===== src/rtl/ftpf_pkg.sv =====
`timescale 1ns / 1ps
package ftpf_pkg;

  localparam int MAX_VERTICES = 256;
  localparam int COORD_BITS   = 12;
  localparam int IDX_W        = $clog2(MAX_VERTICES);
  localparam int CNT_W        = $clog2(MAX_VERTICES + 1);
  localparam int DIFF_W       = COORD_BITS + 1;
  localparam int PROD_W       = 2 * DIFF_W;
  localparam int SUM_W        = PROD_W + 1;
  localparam int TRI_LAT      = 4;

  localparam logic [1:0] OP_START  = 2'd0;
  localparam logic [1:0] OP_APPEND = 2'd1;
  localparam logic [1:0] OP_QUERY  = 2'd2;

  localparam logic [1:0] MODE_ADD       = 2'd0;
  localparam logic [1:0] MODE_SUBTRACT  = 2'd1;
  localparam logic [1:0] MODE_OVERWRITE = 2'd2;

  localparam logic REG_COMBINE_MODE = 1'b0;

  typedef struct packed {
    logic [COORD_BITS-1:0] x;
    logic [COORD_BITS-1:0] y;
  } vertex_t;

  typedef enum logic [1:0] {
    ST_IDLE,
    ST_RUN,
    ST_DRAIN,
    ST_FIN
  } state_t;

endpackage


===== src/rtl/ftpf_cell.sv =====
`timescale 1ns / 1ps
module ftpf_cell (
  input  logic             clk,
  input  logic             shift_en,
  input  ftpf_pkg::vertex_t d_in,
  output ftpf_pkg::vertex_t q
);
  import ftpf_pkg::*;

  vertex_t v_r;

  always_ff @(posedge clk) begin
    if (shift_en) begin
      v_r <= d_in;
    end
  end

  assign q = v_r;

endmodule


===== config.mk =====
export PLATFORM = sky130hd
export DESIGN_NAME = ftpf_cell
export DESIGN_NICKNAME = d
export VERILOG_FILES = /design/src/rtl/ftpf_pkg.sv /design/src/rtl/ftpf_cell.sv
export SDC_FILE = /design/constraint.sdc
export NUM_CORES = 1
export LEC_CHECK = 0
export ABC_AREA = 1
export BUFFER_PORTS_ARGS = -buffer_cell sky130_fd_sc_hd__buf_2
export CORE_MARGIN = 3
export CORE_UTILIZATION = 35
export CTS_CLUSTER_DIAMETER = 80
export CTS_CLUSTER_SIZE = 25
export DETAILED_ROUTE_END_ITERATION = 10
export GPL_ROUTABILITY_DRIVEN = 0
export HOLD_SLACK_MARGIN = 0.1
export PLACE_DENSITY_LB_ADDON = 0.1
export REMOVE_ABC_BUFFERS = 1
export SETUP_SLACK_MARGIN = 0.02
export SKIP_CTS_REPAIR_TIMING = 1
export SYNTH_ARGS = -nofsm -noshare
export SYNTH_HDL_FRONTEND = slang
export SYNTH_SLANG_ARGS = --single-unit

===== constraint.sdc =====
create_clock -name clk -period 0.8 [get_ports clk]
set_input_delay 0.16 -clock clk [delete_from_list [all_inputs] [get_ports clk]]
set_output_delay 0.16 -clock clk [all_outputs]
set_load 0.005 [all_outputs]

Word level (Yosys, flattened, before mapping)
Cells that the tools add are included.
{"block": "totals", "word_cells": 2, "in_bits": 26, "register_bits": 24, "out_inout_bits": 24}

Logic depth before layout (Yosys ltp)
{"block": "logic_depth", "ltp_word": 0, "ltp_mapped": 0, "mapped_depth_nobuf": 0}

Least setup slack after synthesis
Ideal clock, no wire load.
{"block": "synth_path", "path_type": "flip-flop to output port", "from": "reg v_r (netlist bit q[0])", "to": "out q[0] (netlist bit)", "setup_slack_ps": 285, "required_time_ps": 640, "path_buffers": 0, "arrival_time_ps": 355, "stages_incl_launch_ff": 1, "path_cell_list": "edfxtp_1"}
{"item": "start: declaration", "line_no": "ftpf_cell.sv:10", "rtl": "vertex_t v_r;"}
{"item": "start signal: assignment", "line_no": "ftpf_cell.sv:14", "rtl": "v_r <= d_in;"}
{"item": "end: declaration", "line_no": "ftpf_cell.sv:6", "rtl": "output ftpf_pkg::vertex_t q"}
No word-level cell between the ends.

Final worst setup path
{"block": "layout_path", "from": "reg v_r (netlist bit q[23])", "to": "out q[23] (netlist bit)"}
No word-level cell between the ends.

==> flow_metrics.tcl <==
set metrics [dict create \
    multi_input_area_um2 0 \
    num_antenna_cells 0 \
    yosysTopAreaCell "edfxtp_1" \
    finalWorstSetupSlack_ns -0.213 \
    hp-class "primary input to flip-flop" \
    syn_to_final_growth_pct 78.1 \
    tightest_slew_ns 0.127 \
    arrival_ns 0.85 \
    numCtsBuffers 3 \
    synth-xor-area-share_pct 0 \
    wl_um 1460 \
    worstSetupEndpointType "primary output" \
    slew_headroom_pct 91.5 \
    slowest_delay_ns 0.41 \
    fill_cells 149 \
    clk_pin_slew_ns 0.13 \
    final_hold_viol_count 0 \
    synth_edf_count 24 \
    tritoncts "yes" \
    register_area_um2 721 \
    die_w_um 51.4 \
    grt_pass1_vias 411 \
    grt_max_degree 25 \
    maxSlewViolCount 0 \
    max_freq_ghz 0.987 \
    die_h_um 51.4 \
    crit_chain "buf_2" \
    period_share_pct 127 \
    cp_top_family "flip-flops" \
    peakVddDrop_v 0.00124 \
    ctsRootBufferMaster "clkbuf_4" \
    largest_reg_flops 24 \
    status "finished with violations" \
    antenna_found_initial 0 \
    slowest_stage "edfxtp_1" \
    viasPerCell 4.02 \
    io_pins 50 \
    vias 511 \
    synth-simple-area-share_pct 0 \
    cellLeakagePower_nw 0.553 \
    required_ns 0.64 \
    cts.sinks 24 \
    synth_area_leaders "edfxtp_1 (100%)" \
    row_count 15 \
    routedWlPerCell_um 11.5 \
    path_buf_inv 1 \
    power_density_nw_per_um2 1800 \
    grt_usage_pct 9.14 \
    ys_ff_latch 24 \
    async_flop_share_pct 0 \
    drv_cap 0 \
    fin_crit_ns 1.01 \
    syn_area_um2 721 \
    rsz0062_at_grt "true" \
    initial_utilization_pct 39.2 \
    drtIter0Drc 3 \
    muxShareOfSynthArea_pct 0 \
    grt_overflow 0 \
    post-route-util_pct 69.8 \
    synth_most_common_cell "edfxtp_1" \
    ys_seq_area_share_pct 100 \
    ant_nets 0 \
    grt_pass1_wl_um 1700 \
    yosys.cell_types.count 1 \
    critPathMaxFanout 1 \
    multiInputCombCellCount 0 \
    netlist_instances 24 \
    drive_above_1_share_pct 52.0 \
    fin_tns_setup_ns -3.98 \
    first_pass_iters 2 \
    path_class "flip-flop to primary output" \
    syn_avg_cell_area_um2 30.0 \
    die_area_um2 2640 \
    hold-worst-slack_ns 0.259 \
    synthFlopType "edfxtp_1" \
    htree_levels 1 \
    core_area_um2 1840 \
    critPathLaunchType "flip-flop" \
    cts.path.max_buffers 2 \
    violations "negative setup slack" \
    drc 0 \
    io_buffers 49 \
    synth_compound_gate_area_share_pct 0 \
    synthTopCellsByCount "edfxtp_1 (24)" \
    synth_top_area_share_pct 100 \
    report.final.setup_viol 24 \
    ys_warn_count 0 \
    synth_fa_ha_area_share_pct 0 \
    nets 129 \
]
## final timing paths
kind / start / end / slack (ns) / cells past startpoint
setup / recovery: q[23]$_DFFE_PP_ / q[23] / -0.21 / 1
hold / removal: shift_en / q[2]$_DFFE_PP_ / 0.26 / 2
## where the power goes
group	switching, mW	internal [mW]
Clock	0.324	0.182
Combinational	0.101	0.188
Sequential	0.0199	1.49
## routing by layer
layer	global-route usage (%)	vias to the layer above	wire length, um
met1	8.24	227	516
met5	0	-	0
met4	6.55	0	12
li1	-	254	-
met3	4.66	2	156
met2	15.5	28	771
## cell type report
| cell class | count | area share, % |
|---|---|---|
| Tap cell | 25 | 2.44 |
| Clock inverter | 1 | 0.292 |
| Sequential cell | 24 | 56.1 |
| Clock buffer | 3 | 1.75 |
| Timing Repair Buffer | 74 | 39.4 |
## cell families (layout without fill, tap and decap cells)
group,after synthesis,count (layout)
flops,24,24
buf+inv,0,78
## stage by stage
step           std cells  cell area, um2  setup slack [ns]  power (mW)
4_1_cts              103            1040            -0.206        2.24
5_1_grt              127            1280            -0.267        2.44
3_3_place_gp          99            1020            0.0615        1.74
3_5_place_dp          99            1020            0.0582        1.74
6_report             127            1280            -0.213        2.30
2_1_floorplan         24             721             0.285        1.56
## cell usage in the layout, fill, tap and decap left out
cell type / netlist / final
clkinv_1: 0 / 1
dlygate4sd3_1: 0 / 24
buf_2: 0 / 49
clkbuf_4: 0 / 3
buf_12: 0 / 1
edfxtp_1: 24 / 24
Power figures use the tool's default switching activity.
